===== src/hw/rtl/hxp_pkg.sv =====
// ----------------------------------------------------------------------------
// hxp_pkg
// Shared types and constants for the hex color string parser.
// ----------------------------------------------------------------------------
package hxp_pkg;

    localparam int CHAR_W  = 8;
    localparam int COLOR_W = 32;
    localparam int NIBBLE_W = 4;
    localparam int COUNT_W = 4;
    localparam int SLOTS   = 8;
    localparam int SLOT_W  = $clog2(SLOTS);

    localparam logic [CHAR_W-1:0] CHAR_HASH  = 8'h23;
    localparam logic [CHAR_W-1:0] CHAR_DOT   = 8'h2E;
    localparam logic [CHAR_W-1:0] CHAR_ZERO  = 8'h30;
    localparam logic [CHAR_W-1:0] CHAR_NINE  = 8'h39;
    localparam logic [CHAR_W-1:0] CHAR_LO_A  = 8'h61;
    localparam logic [CHAR_W-1:0] CHAR_LO_F  = 8'h66;
    localparam logic [CHAR_W-1:0] CHAR_UP_A  = 8'h41;
    localparam logic [CHAR_W-1:0] CHAR_UP_F  = 8'h46;

    localparam logic [7:0] ALPHA_OPAQUE = 8'hFF;
    localparam int         ALPHA_SHIFT  = 24;

    // character position of the final character for each accepted form
    localparam logic [COUNT_W-1:0] POS_END_RGB      = 4'd3;
    localparam logic [COUNT_W-1:0] POS_END_ARGB     = 4'd4;
    localparam logic [COUNT_W-1:0] POS_END_RRGGBB   = 4'd6;
    localparam logic [COUNT_W-1:0] POS_END_AARRGGBB = 4'd8;
    localparam logic [COUNT_W-1:0] POS_MAX          = 4'd15;

    typedef struct packed {
        logic                is_hash;
        logic                is_dot;
        logic                is_hex;
        logic [NIBBLE_W-1:0] value;
    } t_char_info;

    typedef struct packed {
        logic               bad;
        logic [COLOR_W-1:0] color;
    } t_parse_result;

endpackage


===== src/hw/rtl/hxp_stream_if.sv =====
// ----------------------------------------------------------------------------
// hxp_stream_if
// Valid/ready channels for characters in and colors out.
// ----------------------------------------------------------------------------
interface hxp_char_if;
    logic       valid;
    logic       ready;
    logic [7:0] char_code;
    logic       last_char;

    modport source (output valid, output char_code, output last_char, input ready);
    modport sink   (input valid, input char_code, input last_char, output ready);
endinterface

interface hxp_color_if;
    logic        valid;
    logic        ready;
    logic [31:0] color_argb;
    logic        status;

    modport source (output valid, output color_argb, output status, input ready);
    modport sink   (input valid, input color_argb, input status, output ready);
endinterface


===== src/hw/rtl/hex_color_string_parser_unit.sv =====
// ----------------------------------------------------------------------------
// hex_color_string_parser_unit
// Parses #rgb / #argb / #rrggbb / #aarrggbb strings one character per
// transaction and emits the stored ARGB color with a status on the last one.
// ----------------------------------------------------------------------------
// Path: the last character's transaction loads the input register, and the
//   result register is loaded from it after one pass of decode/assemble,
//   once the result register is free to take it.
// Throughput: 1 character per cycle; only a stalled result blocks a last character.
// Reset (synchronous, active low): clears the character count, error flag,
//   stored color and both valid flags; digit slots are not cleared.
// ----------------------------------------------------------------------------
module hex_color_string_parser_unit (
    input  logic        i_clk,
    input  logic        i_rst_n,
    hxp_char_if.sink    i_char,
    hxp_color_if.source o_color
);
    import hxp_pkg::*;

    logic                          r_in_valid, n_in_valid;
    logic [CHAR_W-1:0]             r_in_char;
    logic                          r_in_last;

    logic [COUNT_W-1:0]            r_count, n_count;
    logic                          r_bad, n_bad;
    logic [COLOR_W-1:0]            r_color, n_color;
    logic [SLOTS-1:0][NIBBLE_W-1:0] r_digits;
    logic [SLOTS-1:0]              r_keeps;

    logic                          r_out_valid, n_out_valid;
    logic [COLOR_W-1:0]            r_out_color;
    logic                          r_out_status;

    t_char_info                    info;
    t_parse_result                 result;
    logic                          out_free;
    logic                          step;
    logic                          accept;
    logic                          slot_en;
    logic [SLOT_W-1:0]             slot_idx;
    logic                          char_bad;
    logic [SLOTS-1:0][NIBBLE_W-1:0] eff_digits;
    logic [SLOTS-1:0]              eff_keeps;

    hxp_char_dec u_dec (
        .i_char (r_in_char),
        .o_info (info)
    );

    always_comb begin
        out_free = !r_out_valid || o_color.ready;
        step     = r_in_valid && (!r_in_last || out_free);
        accept   = i_char.valid && i_char.ready;
        slot_en  = (r_count != '0) && (r_count <= COUNT_W'(SLOTS));
        slot_idx = SLOT_W'(r_count - 1'b1);

        if (r_count == '0) begin
            char_bad = !info.is_hash;
        end else if (slot_en) begin
            char_bad = !(info.is_hex || info.is_dot);
        end else begin
            char_bad = 1'b0;
        end

        eff_digits = r_digits;
        eff_keeps  = r_keeps;
        if (slot_en) begin
            eff_digits[slot_idx] = info.value;
            eff_keeps[slot_idx]  = info.is_dot;
        end
    end

    hxp_assemble u_asm (
        .i_digits     (eff_digits),
        .i_keeps      (eff_keeps),
        .i_pos        (r_count),
        .i_syntax_bad (r_bad | char_bad),
        .i_old        (r_color),
        .o_result     (result)
    );

    assign i_char.ready      = !r_in_valid || step;
    assign o_color.valid     = r_out_valid;
    assign o_color.color_argb = r_out_color;
    assign o_color.status    = r_out_status;

    always_comb begin
        n_in_valid  = accept ? 1'b1 : (step ? 1'b0 : r_in_valid);
        n_count     = r_count;
        n_bad       = r_bad;
        n_color     = r_color;
        n_out_valid = r_out_valid && !o_color.ready;
        if (step) begin
            if (r_in_last) begin
                n_count     = '0;
                n_bad       = 1'b0;
                n_color     = result.color;
                n_out_valid = 1'b1;
            end else begin
                n_bad = r_bad | char_bad;
                if (r_count != POS_MAX) begin
                    n_count = r_count + 1'b1;
                end
            end
        end
    end

    always_ff @(posedge i_clk) begin
        if (!i_rst_n) begin
            r_in_valid  <= 1'b0;
            r_count     <= '0;
            r_bad       <= 1'b0;
            r_color     <= '0;
            r_out_valid <= 1'b0;
        end else begin
            r_in_valid  <= n_in_valid;
            r_count     <= n_count;
            r_bad       <= n_bad;
            r_color     <= n_color;
            r_out_valid <= n_out_valid;
        end
    end

    always_ff @(posedge i_clk) begin
        if (accept) begin
            r_in_char <= i_char.char_code;
            r_in_last <= i_char.last_char;
        end
        if (step && slot_en) begin
            r_digits[slot_idx] <= info.value;
            r_keeps[slot_idx]  <= info.is_dot;
        end
        if (step && r_in_last) begin
            r_out_color  <= result.color;
            r_out_status <= result.bad;
        end
    end

    a_out_matches_store: assert property (@(posedge i_clk) disable iff (!i_rst_n)
        r_out_valid |-> r_out_color == r_color)
        else $error("result color differs from stored color");

    a_last_restarts: assert property (@(posedge i_clk) disable iff (!i_rst_n)
        step && r_in_last |=> r_count == '0 && !r_bad)
        else $error("string state not cleared after last character");

    a_stall_holds_item: assert property (@(posedge i_clk) disable iff (!i_rst_n)
        r_in_valid && r_in_last && !out_free |=> r_in_valid && $stable(r_count))
        else $error("last character lost while result stalled");

    a_count_advances: assert property (@(posedge i_clk) disable iff (!i_rst_n)
        step && !r_in_last && r_count != POS_MAX |=> r_count == $past(r_count) + 1'b1)
        else $error("character count did not advance");

    a_error_keeps_color: assert property (@(posedge i_clk) disable iff (!i_rst_n)
        step && r_in_last && result.bad |=> $stable(r_color))
        else $error("malformed string changed stored color");

endmodule


===== src/hw/rtl/hxp_char_dec.sv =====
// ----------------------------------------------------------------------------
// hxp_char_dec
// Classifies one character: '#', '.', hex digit and its nibble value.
// ----------------------------------------------------------------------------
module hxp_char_dec (
    input  logic [hxp_pkg::CHAR_W-1:0] i_char,
    output hxp_pkg::t_char_info        o_info
);
    import hxp_pkg::*;

    logic is_num;
    logic is_lo;
    logic is_up;

    always_comb begin
        is_num = (i_char >= CHAR_ZERO) && (i_char <= CHAR_NINE);
        is_lo  = (i_char >= CHAR_LO_A) && (i_char <= CHAR_LO_F);
        is_up  = (i_char >= CHAR_UP_A) && (i_char <= CHAR_UP_F);

        o_info.is_hash = (i_char == CHAR_HASH);
        o_info.is_dot  = (i_char == CHAR_DOT);
        o_info.is_hex  = is_num | is_lo | is_up;
        if (is_num) begin
            o_info.value = NIBBLE_W'(i_char - CHAR_ZERO);
        end else if (is_lo) begin
            o_info.value = NIBBLE_W'(i_char - CHAR_LO_A + 8'd10);
        end else if (is_up) begin
            o_info.value = NIBBLE_W'(i_char - CHAR_UP_A + 8'd10);
        end else begin
            o_info.value = '0;
        end
    end

endmodule


===== src/hw/rtl/hxp_assemble.sv =====
// ----------------------------------------------------------------------------
// hxp_assemble
// Builds the new ARGB color from the digit slots for the string's form.
// ----------------------------------------------------------------------------
module hxp_assemble (
    input  logic [hxp_pkg::SLOTS-1:0][hxp_pkg::NIBBLE_W-1:0] i_digits,
    input  logic [hxp_pkg::SLOTS-1:0]                        i_keeps,
    input  logic [hxp_pkg::COUNT_W-1:0]                      i_pos,
    input  logic                                             i_syntax_bad,
    input  logic [hxp_pkg::COLOR_W-1:0]                      i_old,
    output hxp_pkg::t_parse_result                           o_result
);
    import hxp_pkg::*;

    logic [7:0] old_a, old_r, old_g, old_b;
    logic [7:0] na, nr, ng, nb;
    logic       bad;

    function automatic logic [7:0] single_chan(input logic keep, input logic [3:0] d,
                                               input logic [7:0] orig);
        return keep ? orig : {d, d};
    endfunction

    function automatic logic [7:0] pair_chan(input logic k0, input logic k1,
                                             input logic [3:0] d0, input logic [3:0] d1,
                                             input logic [7:0] orig);
        return (k0 && k1) ? orig : {d0, d1};
    endfunction

    function automatic logic pair_mixed(input logic k0, input logic k1);
        return k0 ^ k1;
    endfunction

    always_comb begin
        old_a = i_old[ALPHA_SHIFT +: 8];
        old_r = i_old[23:16];
        old_g = i_old[15:8];
        old_b = i_old[7:0];
        na = '0;
        nr = '0;
        ng = '0;
        nb = '0;
        bad = i_syntax_bad;
        unique case (i_pos)
            POS_END_RGB: begin
                na = ALPHA_OPAQUE;
                nr = single_chan(i_keeps[0], i_digits[0], old_r);
                ng = single_chan(i_keeps[1], i_digits[1], old_g);
                nb = single_chan(i_keeps[2], i_digits[2], old_b);
            end
            POS_END_ARGB: begin
                na = single_chan(i_keeps[0], i_digits[0], old_a);
                nr = single_chan(i_keeps[1], i_digits[1], old_r);
                ng = single_chan(i_keeps[2], i_digits[2], old_g);
                nb = single_chan(i_keeps[3], i_digits[3], old_b);
            end
            POS_END_RRGGBB: begin
                na = ALPHA_OPAQUE;
                nr = pair_chan(i_keeps[0], i_keeps[1], i_digits[0], i_digits[1], old_r);
                ng = pair_chan(i_keeps[2], i_keeps[3], i_digits[2], i_digits[3], old_g);
                nb = pair_chan(i_keeps[4], i_keeps[5], i_digits[4], i_digits[5], old_b);
                bad = bad | pair_mixed(i_keeps[0], i_keeps[1])
                          | pair_mixed(i_keeps[2], i_keeps[3])
                          | pair_mixed(i_keeps[4], i_keeps[5]);
            end
            POS_END_AARRGGBB: begin
                na = pair_chan(i_keeps[0], i_keeps[1], i_digits[0], i_digits[1], old_a);
                nr = pair_chan(i_keeps[2], i_keeps[3], i_digits[2], i_digits[3], old_r);
                ng = pair_chan(i_keeps[4], i_keeps[5], i_digits[4], i_digits[5], old_g);
                nb = pair_chan(i_keeps[6], i_keeps[7], i_digits[6], i_digits[7], old_b);
                bad = bad | pair_mixed(i_keeps[0], i_keeps[1])
                          | pair_mixed(i_keeps[2], i_keeps[3])
                          | pair_mixed(i_keeps[4], i_keeps[5])
                          | pair_mixed(i_keeps[6], i_keeps[7]);
            end
            default: begin
                bad = 1'b1;
            end
        endcase
        o_result.bad   = bad;
        o_result.color = bad ? i_old : {na, nr, ng, nb};
    end

endmodule


===== src/flat_wrapper.sv =====
// flat-port wrapper written by rule: the top's interface ports become plain ports
module hex_color_string_parser_unit_flat import hxp_pkg::*;
  (i_clk, i_rst_n, i_char_valid, i_char_char_code, i_char_last_char, i_char_ready, o_color_valid, o_color_color_argb, o_color_status, o_color_ready);
  hxp_char_if i_char_i ();
  hxp_color_if o_color_i ();
  input  logic i_clk;
  input  logic i_rst_n;
  input wire logic [$bits(i_char_i.valid)-1:0] i_char_valid;
  input wire logic [$bits(i_char_i.char_code)-1:0] i_char_char_code;
  input wire logic [$bits(i_char_i.last_char)-1:0] i_char_last_char;
  output wire logic [$bits(i_char_i.ready)-1:0] i_char_ready;
  output wire logic [$bits(o_color_i.valid)-1:0] o_color_valid;
  output wire logic [$bits(o_color_i.color_argb)-1:0] o_color_color_argb;
  output wire logic [$bits(o_color_i.status)-1:0] o_color_status;
  input wire logic [$bits(o_color_i.ready)-1:0] o_color_ready;
  assign i_char_i.valid = i_char_valid;
  assign i_char_i.char_code = i_char_char_code;
  assign i_char_i.last_char = i_char_last_char;
  assign i_char_ready = i_char_i.ready;
  assign o_color_valid = o_color_i.valid;
  assign o_color_color_argb = o_color_i.color_argb;
  assign o_color_status = o_color_i.status;
  assign o_color_i.ready = o_color_ready;
  hex_color_string_parser_unit u_core (.i_clk(i_clk), .i_rst_n(i_rst_n), .i_char(i_char_i), .o_color(o_color_i));
endmodule

===== config.mk =====
export PLATFORM = sky130hd
export DESIGN_NAME = hex_color_string_parser_unit_flat
export DESIGN_NICKNAME = d
export VERILOG_FILES = /design/src/hw/rtl/hxp_pkg.sv /design/src/hw/rtl/hxp_stream_if.sv /design/src/hw/rtl/hex_color_string_parser_unit.sv /design/src/hw/rtl/hxp_char_dec.sv /design/src/hw/rtl/hxp_assemble.sv /design/src/flat_wrapper.sv
export SDC_FILE = /design/constraint.sdc
export NUM_CORES = 1
export LEC_CHECK = 0
export ABC_CLOCK_PERIOD_IN_PS = 6050
export BUFFER_PORTS_ARGS = -buffer_cell sky130_fd_sc_hd__buf_2
export CAP_MARGIN = 20
export CELL_PAD_IN_SITES_DETAIL_PLACEMENT = 0
export CELL_PAD_IN_SITES_GLOBAL_PLACEMENT = 2
export CORE_ASPECT_RATIO = 1.2
export CORE_MARGIN = 10
export CORE_UTILIZATION = 39
export CTS_CLUSTER_DIAMETER = 150
export CTS_CLUSTER_SIZE = 25
export DETAILED_ROUTE_END_ITERATION = 6
export PLACE_DENSITY = 0.92
export SYNTH_ARGS = -nofsm -noshare
export SYNTH_HDL_FRONTEND = slang
export SYNTH_SLANG_ARGS = --single-unit

===== constraint.sdc =====
create_clock -name i_clk -period 6.05 [get_ports i_clk]
set_input_delay 0.9075 -clock i_clk [delete_from_list [all_inputs] [get_ports i_clk]]
set_output_delay 0.9075 -clock i_clk [all_outputs]
set_load 0.01 [all_outputs]

# After elaboration in Yosys (flattened, before gate mapping)

Cells that the tools add are included.

Add/sub/neg operators: 7
Magnitude comparators: 9
Equality and inequality tests: 7
Muxes and demuxes: 40
Bitwise logic cells: 11
Reductions and logical operators: 32

Operator list:

| cell                  | count |
|---|---|
| $mux W8               | 15 |
| $pmux W8 S4           | 3 |
| $mux W32              | 2 |
| $bwmux W32            | 1 |
| $mux W4               | 6 |
| $pmux W8 S3           | 1 |
| $eq A8 B6 Y1 const B  | 2 |
| $ge A8 B7 Y1 const B  | 2 |
| $le A8 B7 Y1 const B  | 2 |
| $logic_and A1 B1 Y1   | 14 |
| $demux W4 S3          | 1 |
| $sub A4 B1 Y4 const B | 3 |
| $add A4 B4 Y4 const B | 2 |
| $bwmux W8             | 1 |
| $eq A4 B3 Y1 const B  | 2 |
| $ge A8 B6 Y1 const B  | 1 |
| $le A8 B6 Y1 const B  | 1 |
| $mux W1               | 8 |
| $or A1 B1 Y1          | 7 |
| $logic_not A1 Y1      | 6 |
| $add A4 B1 Y4 const B | 1 |
| $eq A4 B2 Y1 const B  | 1 |
| $eq A4 B4 Y1 const B  | 1 |
| $le A4 B4 Y1 const B  | 1 |
| 13 further kinds      | 22 |

Register bits: 121
Input port bits: 13
Logic and storage cells: 124

# Logic depth before layout (Yosys ltp)

Gate-level depths: netlist (run 1).

Word-level depth: 15
Depth in mapped cells: 22
Depth with buffers taken out: 16

# Modules after synthesis

A second synthesis (run 1) with hierarchy kept.

Cells, all modules: 708
Area total of the unflattened synthesis: 7308.3 um^2

By module, submodules not included:

| module                       | instances | cells an instance | area each (um^2) | seq. area each (um^2) |
|---|---|---|---|---|
| hex_color_string_parser_unit | 1         | 385               | 5149.9           | 3243.1 |
| hxp_assemble                 | 1         | 295               | 1909.3           | 0.0 |
| hxp_char_dec                 | 1         | 28                | 249.0            | 0.0 |

# Worst setup path before layout (run 1)

Ideal clock, no wire load.

Path type: register -> register
Start: register u_core.r_count[0]
End: register u_core.r_out_color[15] (netlist: u_core.o_color.color_argb[15]) (data pin)
Arrival: 4575 ps
Data required time: 5792 ps
Setup slack: 1217 ps
Cell stages (with the launch flop): 19
Buffers on the path: 3
Cell sequence: dfxtp_1 clkbuf_1 inv_1 ha_1 buf_2 xor2_2 nor3_1 mux2i_1 inv_1 ha_1 o31a_1 o21ai_0 and4_1 and2_1 buf_4 inv_2 or4_4 or3_1 o221a_2

RTL lines:

| what                   | line                                | source |
|---|---|---|
| start, declared        | hex_color_string_parser_unit.sv:25  | `logic [COUNT_W-1:0] r_count, n_count;` |
| start signal, assigned | hex_color_string_parser_unit.sv:118 | `r_count <= n_count;` |
| end signal, assigned   | hex_color_string_parser_unit.sv:135 | `r_out_color <= result.color;` |
| end, declared          | hex_color_string_parser_unit.sv:32  | `logic [COLOR_W-1:0] r_out_color;` |

==> results_dict.tcl, run 1 <==
set metrics [dict create \
    status "complete, no violations" \
    die-height_um 175 \
    ys_ff_latch 121 \
    drc 0 \
    syn_avg_cell_area_um2 9.16 \
    critPathTopFamily "simple AND/OR/NAND/NOR gates" \
    ios 48 \
    dieWidth_um 149 \
    async_flop_share_pct 0 \
    diodes 0 \
    fin_setup_tns_ns 0 \
    h-tree-depth 4 \
    crit_path_cell_trace "inv_1 > ha_1 > xor2_2 > nand2_1 > nand2_1 > o21ai_0 > mux2_2 > ha_1 > nand2b_1 > o41ai_1 > and4_1 > and2_1 > buf_4 > o211ai_1 > a2111oi_0 > nor2_1" \
    viasPerCell 6.30 \
    synth_nets 874 \
    worst-path-max-fanout 25 \
    fmax_mhz 189 \
    dp_hpwl_um 19200 \
    crit_start "u_core.r_count[0]" \
    power_frac_comb_pct 8.5 \
    netlist_instances 850 \
    cp-end-kind "flip-flop" \
    arrival_ns 5.45 \
    drive_above_1_share_pct 17.8 \
    area_growth_pct 13.6 \
    cts_root_buffer "clkbuf_16" \
    rsz0062_at_grt "no" \
    setup.worst_path.start_class "flip-flop" \
    setup_violations 0 \
    insertion_delay_ns 0.43 \
    cts_setup_buffers 0 \
    pwr-share-seq_pct 43.2 \
    grt-ovfl-total 0 \
    p_clk_share_pct 48.4 \
    synth_edf_count 82 \
    switching_share_pct 24.3 \
    total_power_w 0.00211 \
    drv_cap 0 \
    antenna_found_initial 0 \
    slew_violations 0 \
    synth_ff_type "edfxtp_1" \
    fin_util_pct 45.1 \
    start_util_pct 39.7 \
    postCtsResizedCells 0 \
    grt_first_pass_wirelength_um 42000 \
    path_class "reg2reg" \
    drtIter0Drc 842 \
    clkSlewWorstSetupHoldPaths_ns 0.06 \
    p_switching_w 0.000513 \
    p_leak_nw 3.12 \
    yosysSeqAreaShare_pct 41.6 \
    num_vias 7269 \
    grt_max_degree 41 \
    worstHoldStart "u_core.r_bad" \
    reg2reg_from "u_core.r_count[0]" \
    cts_tree "yes" \
    hold_path_class "reg2reg" \
    yosysWarnings 0 \
    drtAntennaViolNets 0 \
    crit_buf_inv 2 \
    grt_pass1_vias 6948 \
    portBuffers 47 \
    hold_viol 0 \
    p_per_area_nw_per_um2 238 \
    wl_per_cell_um 23.1 \
    skew_ns 0.00894 \
    grt_use_total_pct 20.5 \
    core_area_um2 19600 \
    final.period_utilization_pct 87.5 \
    tightest_slew_ns 1.14 \
    fin_nets 903 \
    syn_area_um2 7790 \
    holdBufCountCts 0 \
    gp_congestion 0.939 \
    synth_cell_types 82 \
    nFillCells 1937 \
    max_stage_delay_ns 0.61 \
    worstPathRequired_ns 6.21 \
    cts_buffers 17 \
    die-area_um2 26000 \
    clock-sinks 121 \
    max-vdd-ir-drop_uv 193 \
    slew_headroom_pct 23.5 \
    slowest_stage "a2111oi_0" \
    rows 56 \
    wl_um 26600 \
    first_pass_iters 5 \
    intPower_w 0.00160 \
    cts_max_path_buffers 2 \
    min_period_ns 5.30 \
]
[cell usage after synthesis (8+ instances only)]
library cell   n  area (um2)
o21ai_0       56         280
clkbuf_1      44         165
ha_1          11         138
mux2_2        33         372
o31ai_1       14         105
a21oi_1       89         445
nand2_1       78         293
a22oi_1       12        90.1
a31oi_1       15        93.8
a21o_1        10        75.1
a211oi_1      14         105
dfxtp_1       39         781
a221oi_1      10        87.6
nor2_1        55         206
a311oi_1       8        70.1
nand2b_1      14        87.6
o211ai_1      14         105
nand3_1       23         115
o221a_2       11         124
and2_1        10        62.6
edfxtp_1      82        2460
o21a_1         8        60.1
inv_1         30         113
nor3_1        22         110
o211a_1        9        90.1
[through the flow]
step	std cells	worst slack, ns	hold WS, ns	area [um2]
after floorplan	850	1.22	0.438	7790
after CTS	1153	0.808	0.493	8850
after global routing	1153	0.243	0.521	8850
after global placement	1121	0.913	0.468	8260
after detailed placement	1121	0.823	0.477	8260
final	1153	0.755	0.496	8850
[power groups by stage]
| stage | Sequential [W] | Clock (W) | Combinational [W] |
|---|---|---|---|
| after global routing | 0.000913 | 0.00106 | 0.000194 |
| after floorplan | 0.000925 | 0 | 0.000115 |
| after CTS | 0.000911 | 0.00103 | 0.000175 |
| final | 0.000911 | 0.00102 | 0.000179 |
| after global placement | 0.000928 | 0 | 0.000175 |
| after detailed placement | 0.000928 | 0 | 0.000175 |
[state kept, by name, indices dropped and copies added, names as in the netlist]
register and flops:
u_core.r_in_valid 1, u_core.o_color.color_argb 32, u_core.r_keeps 8, u_core.r_in_char 8, u_core.o_color.status 1, u_core.r_digits 32
u_core.o_color.valid 1, u_core.r_count 4, u_core.r_color 32, u_core.r_in_last 1, u_core.r_bad 1
[worst reg2reg max path, stage by stage (launching register included)]
cell and delay [ns]:
dfxtp_1 0.58, inv_1 0.15, ha_1 0.39, xor2_2 0.59, nand2_1 0.42, nand2_1 0.16, o21ai_0 0.12, mux2_2 0.29
ha_1 0.32, nand2b_1 0.16, o41ai_1 0.22, and4_1 0.27, and2_1 0.17, buf_4 0.32, o211ai_1 0.19, a2111oi_0 0.61
nor2_1 0.08
[layer usage]
layer	GRT usage, %	vias up	wire length (um)	part of all wire (%)
met4	10.2	0	1150	4.3
met3	3.49	73	2000	7.5
met5	0	-	0	0
li1	-	3369	-	-
met2	31.1	342	12000	45
met1	27.3	3485	11500	43
[kinds of logic after synthesis]
group,count (synthesis),share of synthesized area (%)
AOI/OAI and AO/OA,334,29.6
and+or+nand+nor,256,16.7
DFF,121,41.6
buffers and inverters,86,4.37
muxes,36,5.16
adders and majority gates,11,1.77
xor gates and xnor gates,6,0.771
[path summary, 6_finish.rpt]
path	endpoint	slack, ns	depth (start not counted)
min reg2reg	u_core.r_bad	0.50	2
max	u_core.o_color.color_argb[17]	0.75	16
min	u_core.r_bad	0.50	2
max reg2reg	u_core.o_color.color_argb[17]	0.75	16
[cells in the final DEF (no fill, tap or decap), drive strengths merged, types with 14 or more instances in the layout]
master / n
buf: 64
mux2: 33
a21oi: 89
dfxtp: 39
clkbuf: 26
nand2: 78
o211ai: 15
nor2: 56
a211oi: 14
inv: 32
edfxtp: 82
nand3: 24
nand2b: 14
a31oi: 15
nor3: 22
o31ai: 14
o21ai: 56
[final cells by class]
type | instances | area [um2] | area share (%)
repair buffers | 64 | 363 | 4.10
well taps | 261 | 327 | 3.69
inverters | 32 | 120 | 1.36
clock buffers | 26 | 532 | 6.01
flip-flops and latches | 121 | 3240 | 36.6
clock inverters | 6 | 60.1 | 0.679
multi-input cells | 643 | 4210 | 47.5
Power figures use the tool's default switching activity.
==> inputs of run 2 (changes only) <==
--- a/config.mk
+++ b/config.mk
@@ -8,15 +8,13 @@
 export ABC_CLOCK_PERIOD_IN_PS = 6050
 export BUFFER_PORTS_ARGS = -buffer_cell sky130_fd_sc_hd__buf_2
 export CAP_MARGIN = 20
-export CELL_PAD_IN_SITES_DETAIL_PLACEMENT = 0
-export CELL_PAD_IN_SITES_GLOBAL_PLACEMENT = 2
 export CORE_ASPECT_RATIO = 1.2
 export CORE_MARGIN = 10
-export CORE_UTILIZATION = 39
+export CORE_UTILIZATION = 60
 export CTS_CLUSTER_DIAMETER = 150
 export CTS_CLUSTER_SIZE = 25
 export DETAILED_ROUTE_END_ITERATION = 6
-export PLACE_DENSITY = 0.92
+export PLACE_DENSITY = 0.9
 export SYNTH_ARGS = -nofsm -noshare
 export SYNTH_HDL_FRONTEND = slang
 export SYNTH_SLANG_ARGS = --single-unit
==> run 2 against run 1 <==
Compared with the run above:
- non-clock buffer count increased by 1
- total power decreased by 0.80%
- sequential power about the same
- critical path type unchanged
==> results_dict.tcl, run 2 (synthesis gave the netlist of run 1 again) <==
set metrics [dict create \
    status "complete, no violations" \
    area_growth_pct 11.9 \
    drtIter0Drc 1425 \
    r2r-end "u_core.r_color[20]" \
    insertion_delay_ns 0.43 \
    ff_latch_area_um2 3240 \
    grt_first_pass_wirelength_um 41000 \
    diodes 0 \
    rows 45 \
    pre_cts_ws_ns 0.724 \
    hold_path_class "reg2reg" \
    final_common_cell "a21oi_1" \
    grt-ovfl-total 0 \
    grt_pass1_vias 7107 \
    worst-path-max-fanout 25 \
    dieWidth_um 124 \
    cts_setup_buffers 0 \
    worst_slack_ns 0.577 \
    skew_ns 0.00766 \
    start_util_pct 61.5 \
    p_leak_nw 3.12 \
    cts_tree "yes" \
    fin_setup_tns_ns 0 \
    cts_buffers 17 \
    whs_path_depth 2 \
    core_area_um2 12700 \
    crit_start "u_core.r_count[0]" \
    grt_use_total_pct 29.7 \
    fmax_mhz 183 \
    drc 0 \
    setup.worst_path.start_class "flip-flop" \
    portBuffers 47 \
    first_pass_iters 7 \
    drtAntennaViolNets 0 \
    dp_hpwl_um 18900 \
    clkSlewWorstSetupHoldPaths_ns 0.05 \
    die-height_um 145 \
    drive_above_1_share_pct 17.6 \
    reg2reg_depth 14 \
    slew_headroom_pct 26.3 \
    arrival_ns 5.73 \
    cp-end-kind "flip-flop" \
    antenna_found_initial 0 \
    cts_max_path_buffers 2 \
    holdBufCountCts 0 \
    p_per_area_nw_per_um2 240 \
    ios 48 \
    reg2reg_slack_ns 0.58 \
    drv_cap 0 \
    fin_nets 904 \
    multi_input_area_um2 4210 \
    crit_path_end "u_core.r_color[20]" \
    min_period_ns 5.47 \
    clock-sinks 121 \
    num_vias 7785 \
    tightest_slew_ns 1.09 \
    die-area_um2 18000 \
    postCtsResizedCells 0 \
    worstPathRequired_ns 6.31 \
    final_cell_mix "a21oi_1, edfxtp_1, nand2_1, o21ai_0, nor2_1" \
    cts_root_buffer "clkbuf_16" \
    wl_um 26700 \
    reg2reg_from "u_core.r_count[0]" \
    gp_congestion 1.04 \
    path_class "reg2reg" \
    grt_max_degree 41 \
    h-tree-depth 4 \
    setup_violations 0 \
    nFillCells 1031 \
    rsz0062_at_grt "no" \
    final.period_utilization_pct 90.5 \
    slew_violations 0 \
    max-vdd-ir-drop_uv 195 \
    hold_viol 0 \
    wl_per_cell_um 25.2 \
    viasPerCell 7.37 \
]
run 2: cell count changes in the layout (fill, tap and decap cells not counted), sizes merged:
cell,delta
clkbuf,-4
clkinv,+3
bufinv,+2
clkinvlp,-1
buf,+1
run 2: how the worst min path moves through the flow:
stage                 startpoint      endpoint  slack (ns)
global placement    u_core.r_bad  u_core.r_bad        0.46
CTS                 u_core.r_bad  u_core.r_bad        0.49
floorplan           u_core.r_bad  u_core.r_bad        0.44
global route        u_core.r_bad  u_core.r_bad        0.53
detailed placement  u_core.r_bad  u_core.r_bad        0.47
finish              u_core.r_bad  u_core.r_bad        0.49
run 2: metal layers:
metal / routed length [um] / global-route usage, % / up-vias
li1: - / - / 3361
met3: 3410 / 7.44 / 158
met1: 9890 / 37.6 / 3601
met2: 11800 / 45.0 / 665
met5: 0 / 0 / -
met4: 1620 / 17.0 / 0
run 2: where the power goes:
group	switching [W]	internal (W)	total, W
Clock	0.000363	0.000640	0.00100
Combinational	0.000122	0.0000541	0.000176
Sequential	0.0000154	0.000898	0.000914
Total	0.000500	0.00159	0.00209
run 2: layout make-up:
cell class | count | share of cell area [%]
clock buffers | 22 | 5.10
clock inverters | 10 | 1.45
inverters | 32 | 1.38
multi-input cells | 643 | 48.3
flip-flops and latches | 121 | 37.2
well taps | 164 | 2.35
repair buffers | 65 | 4.25
run 2: stage by stage:
| step | hold slack (ns) | cells | util (%) | power [W] | cell area [um2] |
|---|---|---|---|---|---|
| finish | 0.492 | 1057 | 68.8 | 0.00209 | 8710 |
| global route | 0.531 | 1057 | 68.8 | 0.00214 | 8710 |
| CTS | 0.489 | 1057 | 68.8 | 0.00209 | 8710 |
| detailed placement | 0.474 | 1025 | 64.3 | 0.00110 | 8140 |
| global placement | 0.457 | 1025 | 64.3 | 0.00109 | 8140 |
| floorplan | 0.438 | 850 | - | 0.00104 | 7790 |
run 2: critical path, stage by stage, from the launching register on:
cell and delay (ns):
dfxtp_1 0.59, inv_1 0.15, ha_1 0.53, nand2_1 0.24, nor2_1 0.53, mux2_2 0.42
mux2_2 0.27, ha_1 0.35, o41ai_1 0.34, and4_1 0.27, and2_1 0.17, buf_4 0.32
o211ai_1 0.26, a2111oi_0 0.62, a221oi_1 0.21
